[config.mk]
export PLATFORM = sky130hd
export DESIGN_NAME = reflectance_line_steering
export DESIGN_NICKNAME = d
export VERILOG_FILES = /design/src/rtl/core/rls_pkg.sv /design/src/rtl/core/rls_decide.sv /design/src/rtl/core/reflectance_line_steering.sv
export SDC_FILE = /design/constraint.sdc
export NUM_CORES = 1
export LEC_CHECK = 0
export BUFFER_PORTS_ARGS = -buffer_cell sky130_fd_sc_hd__buf_4
export CELL_PAD_IN_SITES_DETAIL_PLACEMENT = 1
export CELL_PAD_IN_SITES_GLOBAL_PLACEMENT = 2
export CORE_MARGIN = 5
export CORE_UTILIZATION = 36
export DETAILED_ROUTE_END_ITERATION = 7
export PLACE_DENSITY = 0.75
export SLEW_MARGIN = 20
export SYNTH_ARGS = -nofsm -noshare
export SYNTH_HDL_FRONTEND = slang
export SYNTH_SLANG_ARGS = --single-unit
[constraint.sdc]
create_clock -name clock -period 4.2 [get_ports clock]
set_input_delay 0.21 -clock clock [delete_from_list [all_inputs] [get_ports clock]]
set_output_delay 0.21 -clock clock [all_outputs]
set_load 0.02 [all_outputs]
[src/rtl/core/rls_pkg.sv]
// Shared types, register codes and reset values for the reflectance line steering block.
// No dependencies; used by rls_decide and reflectance_line_steering.
package rls_pkg;

   // fixed field widths
   localparam int SENSOR_BITS    = 8;
   localparam int MODE_BITS      = 3;
   localparam int WIN_BITS       = 14;
   localparam int THR_BITS       = 14;
   localparam int SPEED_BITS     = 12;
   localparam int ACTION_BITS    = 4;
   localparam int CSR_INDEX_BITS = 3;
   localparam int CSR_DATA_BITS  = 14;

   // channels that the steering rules look at (channel 1 to channel 8)
   localparam int RULE_CHANNELS  = 8;

   // parameter defaults
   localparam int DEF_CHANNELS   = 8;
   localparam int DEF_TIME_BITS  = 14;

   // register indexes on the csr port
   localparam logic [CSR_INDEX_BITS-1:0] REG_SECTION_MODE   = 3'd0;
   localparam logic [CSR_INDEX_BITS-1:0] REG_WINDOW_LENGTH  = 3'd1;
   localparam logic [CSR_INDEX_BITS-1:0] REG_LOW_THRESHOLD  = 3'd2;
   localparam logic [CSR_INDEX_BITS-1:0] REG_HIGH_THRESHOLD = 3'd3;
   localparam logic [CSR_INDEX_BITS-1:0] REG_CRUISE_SPEED   = 3'd4;
   localparam logic [CSR_INDEX_BITS-1:0] REG_SLOW_SPEED     = 3'd5;
   localparam logic [CSR_INDEX_BITS-1:0] REG_PIVOT_SPEED    = 3'd6;

   // register reset values
   localparam logic [MODE_BITS-1:0]  RST_SECTION_MODE   = 3'd0;
   localparam logic [WIN_BITS-1:0]   RST_WINDOW_LENGTH  = 14'd10000;
   localparam logic [THR_BITS-1:0]   RST_LOW_THRESHOLD  = 14'd200;
   localparam logic [THR_BITS-1:0]   RST_HIGH_THRESHOLD = 14'd800;
   localparam logic [SPEED_BITS-1:0] RST_CRUISE_SPEED   = 12'd2300;
   localparam logic [SPEED_BITS-1:0] RST_SLOW_SPEED     = 12'd2100;
   localparam logic [SPEED_BITS-1:0] RST_PIVOT_SPEED    = 12'd1000;

   // section modes
   localparam logic [MODE_BITS-1:0] MODE_RIGHT_PIVOT = 3'd0;
   localparam logic [MODE_BITS-1:0] MODE_RIGHT_PLAIN = 3'd1;
   localparam logic [MODE_BITS-1:0] MODE_STOP_WHITE  = 3'd2;
   localparam logic [MODE_BITS-1:0] MODE_LAP_MARK    = 3'd3;
   localparam logic [MODE_BITS-1:0] MODE_CROSSING    = 3'd4;
   localparam logic [MODE_BITS-1:0] MODE_LEFT_PIVOT  = 3'd5;
   localparam logic [MODE_BITS-1:0] MODE_LEFT_PLAIN  = 3'd6;

   // steering actions
   localparam logic [ACTION_BITS-1:0] ACT_CRUISE      = 4'd0;
   localparam logic [ACTION_BITS-1:0] ACT_VEER_LEFT   = 4'd1;
   localparam logic [ACTION_BITS-1:0] ACT_VEER_RIGHT  = 4'd2;
   localparam logic [ACTION_BITS-1:0] ACT_PIVOT_RIGHT = 4'd3;
   localparam logic [ACTION_BITS-1:0] ACT_PIVOT_LEFT  = 4'd4;
   localparam logic [ACTION_BITS-1:0] ACT_EXIT_RIGHT  = 4'd5;
   localparam logic [ACTION_BITS-1:0] ACT_EXIT_LEFT   = 4'd6;
   localparam logic [ACTION_BITS-1:0] ACT_EXIT_FWD    = 4'd7;
   localparam logic [ACTION_BITS-1:0] ACT_EXIT_STOP   = 4'd8;

   // decision settings handed to the rule logic
   typedef struct packed {
      logic [MODE_BITS-1:0]  section_mode;
      logic [THR_BITS-1:0]   low_threshold;
      logic [THR_BITS-1:0]   high_threshold;
      logic [SPEED_BITS-1:0] cruise_speed;
      logic [SPEED_BITS-1:0] slow_speed;
      logic [SPEED_BITS-1:0] pivot_speed;
   } rls_cfg_type;

   // one steering decision
   typedef struct packed {
      logic [ACTION_BITS-1:0] action;
      logic [SPEED_BITS-1:0]  left_drive;
      logic [SPEED_BITS-1:0]  right_drive;
      logic                   left_reverse;
      logic                   right_reverse;
      logic                   section_done;
   } rls_result_type;

endpackage

[src/rtl/core/rls_decide.sv]
// Steering rules: turns the per-channel capture times of one window into a decision.
// Depends on rls_pkg for the settings and decision structs and the action codes.
module rls_decide #(
   parameter int CHANNELS  = rls_pkg::DEF_CHANNELS,
   parameter int TIME_BITS = rls_pkg::DEF_TIME_BITS
) (
   input  rls_pkg::rls_cfg_type    cfg,
   input  logic [TIME_BITS-1:0]    chan_time [CHANNELS],
   output rls_pkg::rls_result_type decision
);

   localparam int CMP_BITS = (TIME_BITS > rls_pkg::THR_BITS) ? TIME_BITS : rls_pkg::THR_BITS;

   logic [CMP_BITS-1:0] rule_time [rls_pkg::RULE_CHANNELS];
   logic [CMP_BITS-1:0] low_ext;
   logic [CMP_BITS-1:0] high_ext;
   logic [rls_pkg::RULE_CHANNELS-1:0] seen;
   logic [rls_pkg::RULE_CHANNELS-1:0] hit;
   logic [rls_pkg::RULE_CHANNELS-1:0] dark;
   rls_pkg::rls_result_type veer_res;
   rls_pkg::rls_result_type pivot_r_res;
   rls_pkg::rls_result_type pivot_l_res;

   function automatic rls_pkg::rls_result_type make_res(
      input logic [rls_pkg::ACTION_BITS-1:0] act,
      input logic [rls_pkg::SPEED_BITS-1:0]  ls,
      input logic [rls_pkg::SPEED_BITS-1:0]  rs,
      input logic                            lr,
      input logic                            rr,
      input logic                            done
   );
      rls_pkg::rls_result_type res;
      res.action        = act;
      res.left_drive    = ls;
      res.right_drive   = rs;
      res.left_reverse  = lr;
      res.right_reverse = rr;
      res.section_done  = done;
      return res;
   endfunction

   assign low_ext  = CMP_BITS'(cfg.low_threshold);
   assign high_ext = CMP_BITS'(cfg.high_threshold);

   // widen the rule channels; a channel the port lacks reads as time zero
   for (genvar k = 0; k < rls_pkg::RULE_CHANNELS; k++) begin : g_rule
      if (k < CHANNELS) begin : g_have
         assign rule_time[k] = CMP_BITS'(chan_time[k]);
      end else begin : g_none
         assign rule_time[k] = '0;
      end
      assign seen[k] = rule_time[k] > low_ext;
      assign hit[k]  = seen[k] && (rule_time[k] < high_ext);
      assign dark[k] = rule_time[k] < low_ext;
   end

   // fallback veer rules: channel 3 steers left, channel 6 steers right
   always_comb begin
      if (hit[2]) begin
         veer_res = make_res(rls_pkg::ACT_VEER_LEFT, cfg.slow_speed, cfg.cruise_speed,
                             1'b0, 1'b0, 1'b0);
      end else if (hit[5]) begin
         veer_res = make_res(rls_pkg::ACT_VEER_RIGHT, cfg.cruise_speed, cfg.slow_speed,
                             1'b0, 1'b0, 1'b0);
      end else begin
         veer_res = make_res(rls_pkg::ACT_CRUISE, cfg.cruise_speed, cfg.cruise_speed,
                             1'b0, 1'b0, 1'b0);
      end
   end

   assign pivot_r_res = make_res(rls_pkg::ACT_PIVOT_RIGHT, cfg.pivot_speed, cfg.pivot_speed,
                                 1'b0, 1'b1, 1'b0);
   assign pivot_l_res = make_res(rls_pkg::ACT_PIVOT_LEFT, cfg.pivot_speed, cfg.pivot_speed,
                                 1'b1, 1'b0, 1'b0);

   // priority rules per section mode
   always_comb begin
      decision = veer_res;
      case (cfg.section_mode)
         rls_pkg::MODE_RIGHT_PIVOT: begin
            if (hit[0]) begin
               decision = make_res(rls_pkg::ACT_EXIT_RIGHT, cfg.cruise_speed,
                                   cfg.cruise_speed, 1'b0, 1'b0, 1'b1);
            end else if (hit[1]) begin
               decision = pivot_r_res;
            end else if (hit[6]) begin
               decision = pivot_l_res;
            end
         end
         rls_pkg::MODE_RIGHT_PLAIN: begin
            if (hit[0]) begin
               decision = make_res(rls_pkg::ACT_EXIT_RIGHT, cfg.cruise_speed,
                                   cfg.cruise_speed, 1'b0, 1'b0, 1'b1);
            end
         end
         rls_pkg::MODE_STOP_WHITE: begin
            if (dark[3] && dark[4]) begin
               decision = make_res(rls_pkg::ACT_EXIT_STOP, '0, '0, 1'b0, 1'b0, 1'b1);
            end
         end
         rls_pkg::MODE_LAP_MARK: begin
            if (seen[3] && seen[4] && (seen[2] || seen[5])) begin
               decision = make_res(rls_pkg::ACT_EXIT_FWD, cfg.cruise_speed,
                                   cfg.cruise_speed, 1'b0, 1'b0, 1'b1);
            end
         end
         rls_pkg::MODE_CROSSING: begin
            if (seen[0] || seen[7]) begin
               decision = make_res(rls_pkg::ACT_EXIT_FWD, cfg.cruise_speed,
                                   cfg.cruise_speed, 1'b0, 1'b0, 1'b1);
            end else if (hit[6]) begin
               decision = pivot_l_res;
            end else if (hit[1]) begin
               decision = pivot_r_res;
            end
         end
         rls_pkg::MODE_LEFT_PIVOT: begin
            if (hit[7]) begin
               decision = make_res(rls_pkg::ACT_EXIT_LEFT, cfg.cruise_speed,
                                   cfg.cruise_speed, 1'b0, 1'b0, 1'b1);
            end else if (hit[6]) begin
               decision = pivot_l_res;
            end else if (hit[1]) begin
               decision = pivot_r_res;
            end
         end
         rls_pkg::MODE_LEFT_PLAIN: begin
            if (hit[7]) begin
               decision = make_res(rls_pkg::ACT_EXIT_LEFT, cfg.cruise_speed,
                                   cfg.cruise_speed, 1'b0, 1'b0, 1'b1);
            end
         end
         default: begin
            decision = veer_res;
         end
      endcase
   end

endmodule

[src/rtl/core/reflectance_line_steering.sv]
// Top level of the reflectance line steering block: poll counter, capture times,
// settings registers and the result register. Depends on rls_pkg and rls_decide.
//
// Usage:
//   req_* carries one poll of the sensor port per word (req_sensor_bits, bit i is
//   channel i+1, 0 means discharged). A word is taken when req_valid is high and
//   req_stall is low. One word can be taken every cycle.
//   Each channel records the poll index of its first discharged reading in the
//   window. The last poll of a window (window_length polls, counter restarting at
//   zero) produces one decision word on rsp_*, registered, so it appears in the
//   cycle after that poll is taken. Other polls produce no word.
//   rsp_valid holds with a steady payload while rsp_stall is high. Polls keep
//   flowing during a stall; req_stall rises only when the next poll would end a
//   window while the previous decision is still held.
//   csr_* writes the settings (index 0 section mode, 1 window length, 2 low
//   threshold, 3 high threshold, 4 cruise, 5 slow, 6 pivot speed); csr_ready is
//   always high and unknown indexes are ignored. Write only while idle.
//   Reset (synchronous, active high) restores the default settings, clears the
//   counter and the capture times and empties the result register. No clearing
//   pass is needed; the block takes polls in the cycle after reset.
module reflectance_line_steering #(
   parameter int CHANNELS  = rls_pkg::DEF_CHANNELS,
   parameter int TIME_BITS = rls_pkg::DEF_TIME_BITS
) (
   input  logic                                clock,
   input  logic                                reset,
   // poll channel
   input  logic                                req_valid,
   output logic                                req_stall,
   input  logic [rls_pkg::SENSOR_BITS-1:0]     req_sensor_bits,
   // decision channel
   output logic                                rsp_valid,
   input  logic                                rsp_stall,
   output logic [rls_pkg::ACTION_BITS-1:0]     rsp_action,
   output logic [rls_pkg::SPEED_BITS-1:0]      rsp_left_drive,
   output logic [rls_pkg::SPEED_BITS-1:0]      rsp_right_drive,
   output logic                                rsp_left_reverse,
   output logic                                rsp_right_reverse,
   output logic                                rsp_section_done,
   // settings write port
   input  logic                                csr_valid,
   output logic                                csr_ready,
   input  logic [rls_pkg::CSR_INDEX_BITS-1:0]  csr_index,
   input  logic [rls_pkg::CSR_DATA_BITS-1:0]   csr_data
);

   localparam int CNT_CMP_BITS = (TIME_BITS > rls_pkg::WIN_BITS) ? TIME_BITS : rls_pkg::WIN_BITS;

   // settings
   rls_pkg::rls_cfg_type             cfg_ff;
   logic [rls_pkg::WIN_BITS-1:0]     window_length_ff;

   // window state
   logic [TIME_BITS-1:0]             poll_counter_ff;
   logic [TIME_BITS-1:0]             poll_counter_in;
   logic [TIME_BITS-1:0]             first_low_ff [CHANNELS];
   logic [TIME_BITS-1:0]             cap_time     [CHANNELS];

   // result register
   logic                             rsp_valid_ff;
   logic                             rsp_valid_in;
   rls_pkg::rls_result_type          rsp_data_ff;
   rls_pkg::rls_result_type          decision;

   logic                             req_accept;
   logic                             window_end;
   logic                             rsp_free;

   // settings writes
   assign csr_ready = 1'b1;

   always_ff @(posedge clock) begin
      if (reset) begin
         cfg_ff.section_mode   <= rls_pkg::RST_SECTION_MODE;
         cfg_ff.low_threshold  <= rls_pkg::RST_LOW_THRESHOLD;
         cfg_ff.high_threshold <= rls_pkg::RST_HIGH_THRESHOLD;
         cfg_ff.cruise_speed   <= rls_pkg::RST_CRUISE_SPEED;
         cfg_ff.slow_speed     <= rls_pkg::RST_SLOW_SPEED;
         cfg_ff.pivot_speed    <= rls_pkg::RST_PIVOT_SPEED;
         window_length_ff      <= rls_pkg::RST_WINDOW_LENGTH;
      end else if (csr_valid && csr_ready) begin
         case (csr_index)
            rls_pkg::REG_SECTION_MODE: begin
               cfg_ff.section_mode <= csr_data[rls_pkg::MODE_BITS-1:0];
            end
            rls_pkg::REG_WINDOW_LENGTH: begin
               window_length_ff <= csr_data[rls_pkg::WIN_BITS-1:0];
            end
            rls_pkg::REG_LOW_THRESHOLD: begin
               cfg_ff.low_threshold <= csr_data[rls_pkg::THR_BITS-1:0];
            end
            rls_pkg::REG_HIGH_THRESHOLD: begin
               cfg_ff.high_threshold <= csr_data[rls_pkg::THR_BITS-1:0];
            end
            rls_pkg::REG_CRUISE_SPEED: begin
               cfg_ff.cruise_speed <= csr_data[rls_pkg::SPEED_BITS-1:0];
            end
            rls_pkg::REG_SLOW_SPEED: begin
               cfg_ff.slow_speed <= csr_data[rls_pkg::SPEED_BITS-1:0];
            end
            rls_pkg::REG_PIVOT_SPEED: begin
               cfg_ff.pivot_speed <= csr_data[rls_pkg::SPEED_BITS-1:0];
            end
            default: begin
            end
         endcase
      end
   end

   // window end: next count reaches the length, or wraps to zero
   assign poll_counter_in = poll_counter_ff + TIME_BITS'(1);
   assign window_end = (CNT_CMP_BITS'(poll_counter_in) >= CNT_CMP_BITS'(window_length_ff))
                    || (poll_counter_in == '0);

   // hold polls only when a window would end into a held decision
   assign rsp_free   = !rsp_valid_ff || !rsp_stall;
   assign req_stall  = window_end && !rsp_free;
   assign req_accept = req_valid && !req_stall;

   // capture first discharge per channel; channels past the port read discharged
   for (genvar c = 0; c < CHANNELS; c++) begin : g_cap
      logic low_bit;
      if (c < rls_pkg::SENSOR_BITS) begin : g_port
         assign low_bit = !req_sensor_bits[c];
      end else begin : g_none
         assign low_bit = 1'b1;
      end
      assign cap_time[c] = ((first_low_ff[c] == '0) && low_bit) ? poll_counter_ff
                                                                : first_low_ff[c];
   end

   // advance the window on each accepted poll
   always_ff @(posedge clock) begin
      if (reset) begin
         poll_counter_ff <= '0;
         for (int c = 0; c < CHANNELS; c++) begin
            first_low_ff[c] <= '0;
         end
      end else if (req_accept) begin
         if (window_end) begin
            poll_counter_ff <= '0;
            for (int c = 0; c < CHANNELS; c++) begin
               first_low_ff[c] <= '0;
            end
         end else begin
            poll_counter_ff <= poll_counter_in;
            for (int c = 0; c < CHANNELS; c++) begin
               first_low_ff[c] <= cap_time[c];
            end
         end
      end
   end

   // decide from this poll's capture times
   rls_decide #(
      .CHANNELS  (CHANNELS),
      .TIME_BITS (TIME_BITS)
   ) u_decide (
      .cfg       (cfg_ff),
      .chan_time (cap_time),
      .decision  (decision)
   );

   // result register: load on a window end, drop when taken
   always_comb begin
      rsp_valid_in = rsp_valid_ff;
      if (rsp_valid_ff && !rsp_stall) begin
         rsp_valid_in = 1'b0;
      end
      if (req_accept && window_end) begin
         rsp_valid_in = 1'b1;
      end
   end

   always_ff @(posedge clock) begin
      if (reset) begin
         rsp_valid_ff <= 1'b0;
      end else begin
         rsp_valid_ff <= rsp_valid_in;
      end
   end

   always_ff @(posedge clock) begin
      if (req_accept && window_end) begin
         rsp_data_ff <= decision;
      end
   end

   assign rsp_valid         = rsp_valid_ff;
   assign rsp_action        = rsp_data_ff.action;
   assign rsp_left_drive    = rsp_data_ff.left_drive;
   assign rsp_right_drive   = rsp_data_ff.right_drive;
   assign rsp_left_reverse  = rsp_data_ff.left_reverse;
   assign rsp_right_reverse = rsp_data_ff.right_reverse;
   assign rsp_section_done  = rsp_data_ff.section_done;

   // a poll that closes a window always leaves a decision behind
   a_window_gives_word: assert property (@(posedge clock) disable iff (reset)
      (req_accept && window_end) |=> rsp_valid_ff)
      else $error("window end produced no decision");

   // section_done marks exactly the exit actions
   a_done_matches_exit: assert property (@(posedge clock) disable iff (reset)
      rsp_valid_ff |-> (rsp_data_ff.section_done ==
         ((rsp_data_ff.action == rls_pkg::ACT_EXIT_RIGHT)
       || (rsp_data_ff.action == rls_pkg::ACT_EXIT_LEFT)
       || (rsp_data_ff.action == rls_pkg::ACT_EXIT_FWD)
       || (rsp_data_ff.action == rls_pkg::ACT_EXIT_STOP))))
      else $error("section_done disagrees with action");

   // a pivot reverses exactly one wheel, nothing else reverses any
   a_pivot_reverse: assert property (@(posedge clock) disable iff (reset)
      rsp_valid_ff |-> ((rsp_data_ff.left_reverse || rsp_data_ff.right_reverse) ==
         ((rsp_data_ff.action == rls_pkg::ACT_PIVOT_RIGHT)
       || (rsp_data_ff.action == rls_pkg::ACT_PIVOT_LEFT))))
      else $error("wheel reverse bits disagree with action");

   // a poll taken mid-window moves the counter on by one
   a_counter_step: assert property (@(posedge clock) disable iff (reset)
      (req_accept && !window_end) |=> (poll_counter_ff == $past(poll_counter_in)))
      else $error("poll counter did not advance");

endmodule

# Word level (Yosys, flattened, before mapping)
# Memories as Yosys holds them, arrays and structs flattened.
# Cells that the tools add are included.
[word_totals]
reg_bits = 127
ram_bits = 112
output_inout_bits = 34
word_cells = 169
mem_count = 1
[memory_table]
columns = ["memory", "words", "word_bits", "rd", "rd_clocked_by_memory_dff", "write_ports", "line_no", "rtl"]
rows = [
  ["first_low_ff", 8, 14, 8, 0, 8, "reflectance_line_steering.sv:56", "logic [TIME_BITS-1:0] first_low_ff [CHANNELS];"],
]
[op_classes]
add_sub_neg = 1
n_lt_le_gt_ge = 17
eq_ne = 12
muxes = 51
bitwise_logic = 16
reduce_logical = 56
[ops]
columns = ["cell", "count"]
rows = [
  ["31-bit 2-to-1 mux", 12],
  ["14-bit 2-to-1 mux", 25],
  ["31-bit one-hot mux with 7 select lines", 1],
  ["14-bit logical NOT", 9],
  ["14-bit greater-than comparator", 8],
  ["14-bit less-than comparator", 8],
  ["29-bit 2-to-1 mux", 1],
  ["1-bit logical AND", 21],
  ["3-bit == test (second input constant)", 6],
  ["1-bit bitwise OR", 16],
  ["14-bit by 1-bit adder with 14-bit output (second input constant)", 1],
  ["14-bit >= comparator", 1],
  ["2-bit AND reduction", 7],
  ["3-bit by 2-bit == test with 1-bit output (second input constant)", 4],
  ["1-bit logical NOT", 12],
  ["1-bit 2-to-1 mux", 12],
  ["3-bit by 1-bit == test with 1-bit output (second input constant)", 2],
  ["3-bit logical NOT", 2],
  ["1-bit logical OR", 4],
  ["2-bit nonzero test", 1],
]

# Logic depth before layout (Yosys ltp)
# Gate-level depths: netlist (run 1).
# An unclocked memory read counts as a cell.
[logic_depth]
depth_word = 12
ltp_mapped = 19
mapped_depth_nobuf = 15

# Hierarchy
# A second synthesis (run 1) with hierarchy kept.
[hier_totals]
cells_unflattened = 1780
area_unflattened_um2 = 16617.2
[modules_own_cells]
columns = ["mod", "instances", "cells_per_inst", "area_each_um2", "seq_area_each_um2"]
rows = [
  ["reflectance_line_steering", 1, 990, 10558.9, 6075.8],
  ["rls_decide", 1, 790, 6058.3, 0.0],
]

# Worst setup path after synthesis (run 1)
# Ideal clock, no wire load.
[synth_timing]
path_kind = "register to register"
start = "register poll_counter_ff[0]"
end = "memory first_low_ff[0][14] in the netlist's numbering, enable pin"
arrival_time_ns = 3.979
required_ns = 3.804
path_slack_ns = -0.175
path_stages_with_launch = 19
n_path_buf = 3
path_cell_list = "dfxtp_1 -> buf_2 -> nand2_1 -> inv_1 -> nand2_1 -> xnor2_1 -> ha_1 -> a21o_1 -> a21oi_1 -> o221ai_1 -> a21o_1 -> a21o_1 -> a221o_1 -> a21o_1 -> a21o_1 -> a22o_1 -> buf_2 -> buf_2 -> inv_1"
[synth_lines]
columns = ["element", "line_no", "rtl"]
rows = [
  ["start: declaration", "reflectance_line_steering.sv:54", "logic [TIME_BITS-1:0] poll_counter_ff;"],
  ["start signal: assignment", "reflectance_line_steering.sv:146", "poll_counter_ff <= poll_counter_in;"],
  ["end: declaration", "reflectance_line_steering.sv:56", ""],
]

==> flow_summary.json, run 1 <==
{
  "synth-seq-area-share": 0.3508,
  "hold_viol": 0,
  "grt.total_usage": 0.2674,
  "yosys_warnings": 0,
  "drtIter0Drc": 1107,
  "wl_per_cell_um": 24.98,
  "synth.distinct_cells": 78,
  "synth_nets": 2186,
  "end_kind": "register",
  "cp.arrival_ns": 4.79,
  "die_w_um": 229.3,
  "status": "finished, violations left",
  "ys_async_sr_fraction": 0,
  "vias_per_cell": 5.826,
  "synthCells": 1951,
  "yosys_most_used_dff": "edfxtp_1",
  "coreArea_mm2": 0.04765,
  "syn_area_mm2": 0.01732,
  "die_h_um": 229.3,
  "fin_util": 0.4854,
  "vias": 17180,
  "wl_mm": 73.68,
  "min_period_ns": 4.487,
  "avgSynthCellArea_um2": 8.876,
  "path_max_fanout": 7,
  "synth_commonest_cells": "249 x nand2_1, 205 x ha_1, 140 x a21oi_1",
  "slew_violations": 0,
  "worst_pin_slew_ns": 0.9847,
  "grt_max_degree": 99,
  "synth.top_cell.area_share": 0.2237,
  "place_area_mm2": 0.02075,
  "rsz0062_at_grt": "true",
  "synth_top_cell_by_area": "edfxtp_1",
  "cts_root_buf": "clkbuf_16",
  "drt-pass1-iter-count": 5,
  "p_leak_nw": 10.21,
  "portBuffers": 62,
  "cts_max_level": 1,
  "area_delta_synth_final_pct": 33.55,
  "powerDensity_mw_per_mm2": 307.0,
  "min_path_type": "in -> reg",
  "clockBufferDepth": 3,
  "setup_ws_ns": -0.2874,
  "ant_nets": 0,
  "critPathKind": "reg -> reg",
  "ys_seq_elements": 239,
  "path_clk_slew_ns": 0.06,
  "cts_tree": "built",
  "rows": 80,
  "cts_made_buffers": 30,
  "startpoint_type": "register",
  "stdcell_area_mm2": 0.02313,
  "clock_latency_ns": 0.58,
  "layout-drive-gt1-share": 0.2683,
  "start_util": 0.3635,
  "relSlewSlack": 0.3414,
  "synth_edf_count": 129,
  "violations": "negative setup slack",
  "drc_errors": 0,
  "antenna_found_initial": 0,
  "grt_pass1_wl_mm": 109.8,
  "grt_pass1_vias": 18150,
  "nets": 2545,
  "pre_cts_ws_ns": -0.7553,
  "boundaryPins": 64,
  "drv_cap": 0,
  "overflow": 0,
  "fin_worst_skew_ns": 0.01329,
  "synth_area_leaders": "edfxtp_1 22%, ha_1 15%, dfxtp_1 13%, nand2_1 5.4%, a21o_1 4.9%",
  "place_congestion": 0.9313,
  "setup_viol": 25,
  "vdd_drop_max_mv": 0.3476,
  "clock-sinks": 239,
  "fmax_mhz": 222.8,
  "period_share": 1.068,
  "yosys.cell_count.top_type": "nand2_1",
  "hold_slack_ns": 0.1114,
  "dieArea_mm2": 0.05259,
  "hpwl_mm": 53.72,
  "critical_path_required_ns": 4.50
}
## metrics by stage
stage	setup TNS [ns]	instances	total power (W)
floorplan	0	1951	0.003529
global route	-9.867	2948	0.007386
global placement	-9.711	2843	0.004219
detailed placement	-17.99	2843	0.004270
finish	-4.791	2949	0.007101
CTS	-3.837	2931	0.007031
## cell type report
class	instances	area, µm²
antenna	1	2.502
clock buffer	50	974.7
clock inverter	5	25.02
fill	5471	24520
inverter	83	315.3
multi-input combinational	1515	11320
sequential	239	6081
tap	615	769.5
timing repair buffer	441	3638
## logic make-up after synthesis
logic type	synth area share
multiplexers	0.01640
AO/OA/AOI/OAI	0.2341
flip-flops	0.3508
adder cells (fa/ha/maj)	0.1481
AND/OR/NAND/NOR	0.1998
XOR/XNOR	0.005564
buffers and inverters	0.04501
other	0.0002165
## cell usage in the layout, fill, tap and decap left out, types with 15 or more instances in the layout
cell type,Yosys,layout
a21o_1,112,109
a21oi_1,140,130
a22o_1,15,15
buf_4,4,385
buf_6,0,22
clkbuf_16,0,34
dfxtp_1,110,108
dlygate4sd3_1,0,16
edfxtp_1,129,129
ha_1,205,195
inv_1,82,81
mux2i_1,25,25
nand2_1,249,243
nand2b_1,18,16
nand3_1,65,59
nand4_1,36,36
nor2_1,100,87
nor2b_1,112,111
nor3_1,27,23
nor4_1,27,15
o211ai_1,33,33
o21a_1,15,15
o21ai_0,50,42
## what timing repair did
item,in CTS,in global routing
cloned,3,0
endpoints found under the setup margin,153,184
gates resized for setup,93,96
setup buffers,15,17
endpoints found under the hold margin,80,0
pin swaps,43,87
hold buffers,16,0
## state kept, by name, indices dropped and copies added (netlist names)
signal	count
rsp_right_drive	12
rsp_left_reverse	1
rsp_valid	1
window_length_ff	14
rsp_section_done	1
rsp_action	4
poll_counter_ff	14
first_low_ff	112
cfg_ff	67
rsp_right_reverse	1
rsp_left_drive	12
## metal layers
metal	vias to the layer above	share of wire	track usage
met5	-	0	0
met4	0	0.040	0.1030
met3	147	0.042	0.03579
met2	445	0.50	0.4749
met1	8571	0.42	0.3296
li1	8018	-	-
## final timing paths
check / from / to / slack [ns] / cells after the start
max: first_low_ff[1][19] / rsp_right_drive[9] / -0.29 / 18
min: req_sensor_bits[0] / first_low_ff[0][3] / 0.11 / 5
max reg2reg: first_low_ff[1][19] / rsp_right_drive[9] / -0.29 / 18
min reg2reg: cfg_ff[48] / cfg_ff[48] / 0.46 / 2
## power breakdown
| part | internal, W | leakage [nW] | total (W) | switching (W) |
|---|---|---|---|---|
| Clock | 0.00157 | 0.497 | 0.00263 | 0.00106 |
| Sequential | 0.00257 | 2.26 | 0.00265 | 0.0000810 |
| Combinational | 0.000852 | 7.45 | 0.00183 | 0.000976 |
| Total | 0.00499 | 10.2 | 0.00710 | 0.00211 |
## critical path, stage by stage (launching register included)
cell and delay (ns):
edfxtp_1 0.41, nor4_2 0.30, buf_4 0.16, nand4_1 0.14, nor2_2 0.17, buf_6 0.16
buf_4 0.12, a21o_1 0.17, ha_1 0.28, nand3_1 0.13, nor3_2 0.07, a21oi_1 0.13
o211ai_1 0.11, or3_4 0.38, or2_4 0.26, a221o_2 0.45, a221o_1 0.42, nor4b_4 0.25
o22ai_1 0.11
No activity file was read; power rests on OpenSTA's default activity.
==> run 2, diff against run 1 <==
--- a/config.mk
+++ b/config.mk
@@ -9,9 +9,9 @@
 export CELL_PAD_IN_SITES_DETAIL_PLACEMENT = 1
 export CELL_PAD_IN_SITES_GLOBAL_PLACEMENT = 2
 export CORE_MARGIN = 5
-export CORE_UTILIZATION = 36
+export CORE_UTILIZATION = 35
 export DETAILED_ROUTE_END_ITERATION = 7
-export PLACE_DENSITY = 0.75
+export PLACE_DENSITY = 0.73
 export SLEW_MARGIN = 20
 export SYNTH_ARGS = -nofsm -noshare
 export SYNTH_HDL_FRONTEND = slang
==> run 2 against run 1 <==
The run still ends with negative setup slack left. Setup slack gained 0.018 ns. Sequential share of layout area shrank 0.65 points. Non-clock buffer count rose by 33. Final cell count rose by 2.8%. Fmax up 0.41%. Critical endpoint unchanged. Highest routed layer unchanged.
==> flow_summary.json, run 2 (same netlist as run 1, synthesis figures left out) <==
{
  "crit_path_max_incr_delay_ns": 0.44,
  "setup_ws_ns": -0.2690,
  "place_area_mm2": 0.02092,
  "dp.cells": 2910,
  "worst_pin_slew_ns": 0.9730,
  "slew_violations": 0,
  "min_path_type": "in -> reg",
  "boundaryPins": 64,
  "min_period_ns": 4.469,
  "clockBufferDepth": 3,
  "timing.rr.start": "first_low_ff[0][22]",
  "cts_made_buffers": 31,
  "multiInputGateArea_mm2": 0.01154,
  "path_buf_inv": 4,
  "pre_cts_ws_ns": -0.5259,
  "nFillCells": 5601,
  "power_w": 0.007362,
  "critPathKind": "reg -> reg",
  "cp.arrival_ns": 4.79,
  "grt.total_usage": 0.2622,
  "vias_per_cell": 5.752,
  "die_h_um": 232.4,
  "reg.largest.list": "first_low_ff: 112 flops, cfg_ff: 67 flops",
  "hpwl_mm": 54.43,
  "powerDensity_mw_per_mm2": 310.4,
  "startpoint_type": "register",
  "violations": "negative setup slack",
  "layout_common_cells": "415 x buf_4, 242 x nand2_1, 185 x ha_1",
  "crit_start": "first_low_ff[0][22]",
  "cp_slowest_cell": "edfxtp_1",
  "place_congestion": 0.9349,
  "grt_pass1_vias": 18200,
  "start_util": 0.3538,
  "largest_register_ffs": 112,
  "fin_cells": 3033,
  "fmax_mhz": 223.8,
  "nets": 2579,
  "relSlewSlack": 0.3490,
  "ff_latch_area_mm2": 0.006081,
  "top_register": "first_low_ff",
  "r2r_slack_ns": -0.27,
  "antenna_found_initial": 1,
  "clock_latency_ns": 0.60,
  "stdcell_area_mm2": 0.02372,
  "status": "finished, violations left",
  "final_common_cell": "buf_4",
  "crit_family": "simple AND/OR/NAND/NOR gates",
  "fin_worst_skew_ns": 0.01285,
  "vdd_drop_max_mv": 0.2940,
  "worstPathCellList": "nor4_4 -> nand4_1 -> nor2_2 -> buf_6 -> a21o_1 -> buf_4 -> ha_1 -> buf_4 -> o21ai_0 -> nor2_1 -> nor3_2 -> a311oi_4 -> buf_6 -> nor2_4 -> or2_4 -> or3_4 -> o221a_4 -> nor4b_4 -> o22ai_1",
  "dieArea_mm2": 0.05403,
  "overflow": 0,
  "drv_cap": 0,
  "grt_max_degree": 60,
  "drtIter0Drc": 1039,
  "path_max_fanout": 5,
  "rows": 81,
  "fin_util": 0.4845,
  "area_delta_synth_final_pct": 36.96,
  "portBuffers": 62,
  "layout-drive-gt1-share": 0.2980,
  "drc_errors": 0,
  "cts_root_buf": "clkbuf_16",
  "coreArea_mm2": 0.04895,
  "cts_tree": "built",
  "wl_mm": 74.04,
  "grt_pass1_wl_mm": 109.6,
  "end_kind": "register",
  "clock-sinks": 239,
  "setup_viol": 24,
  "path_clk_slew_ns": 0.06,
  "critical_path_required_ns": 4.52,
  "cts_max_level": 1,
  "die_w_um": 232.4,
  "hp-start": "req_sensor_bits[0]",
  "antenna_cells": 0,
  "hold_viol": 0,
  "period_share": 1.064,
  "wl_per_cell_um": 24.41,
  "drt-pass1-iter-count": 5,
  "ant_nets": 0,
  "rsz0062_at_grt": "true",
  "vias": 17450,
  "p_leak_nw": 10.46
}
run 2: cell types whose count changed in the layout (fill, tap and decap cells not counted), sizes merged, moves of 3 or more:
cell,delta
buf,+33
clkbuf,-13
bufinv,+5
clkinv,+4
inv,+4
clkinvlp,+3
run 2: final cells by class:
class | count | share of cell area
clock buffer | 37 | 0.03450
clock inverter | 21 | 0.01055
inverter | 83 | 0.01329
multi-input combinational | 1515 | 0.4867
sequential | 239 | 0.2564
tap | 664 | 0.03503
timing repair buffer | 474 | 0.1636
run 2: through the flow:
| stage | hold WS (ns) | TNS [ns] |
|---|---|---|
| floorplan | 0.3340 | 0 |
| global placement | 0.4420 | -6.176 |
| global route | 0.1032 | -5.798 |
| detailed placement | 0.4480 | -8.938 |
| finish | 0.09133 | -2.394 |
| CTS | 0.06514 | -0.7761 |
run 2: worst min-delay path, delay by kind of cell:
kind | cells | cell delay [ns]
AO/OA/AOI/OAI | 1 | 0.14
buffers and inverters | 1 | 0.08
AND/OR/NAND/NOR | 3 | 0.20
run 2: report_power, final:
part,switching [W],internal (W),leakage [nW]
sequential,0.0000838,0.00257,2.26
clock,0.00114,0.00170,0.525
combinational,0.000991,0.000886,7.67
total,0.00221,0.00515,10.5
run 2: layer usage:
layer / part of all wire / GRT usage / up-vias
li1: - / - / 8105
met1: 0.43 / 0.3258 / 8725
met2: 0.49 / 0.4653 / 447
met3: 0.042 / 0.03417 / 168
met4: 0.040 / 0.09638 / 0
met5: 0 / 0 / -
run 2: repair_timing:
| item | in CTS | in global routing |
|---|---|---|
| pin swaps | 50 | 66 |
| gates resized for setup | 113 | 127 |
| endpoints found under the setup margin | 26 | 196 |
| hold buffers | 16 | 0 |
| gates cloned | 1 | 2 |
| hold endpoints to repair | 82 | 0 |
| setup buffers | 25 | 26 |
run 2: final timing paths:
path / to / cells after the start
max: rsp_right_drive[9] / 19
min: first_low_ff[0][3] / 5
min reg2reg: cfg_ff[55] / 2
max reg2reg: rsp_right_drive[9] / 19
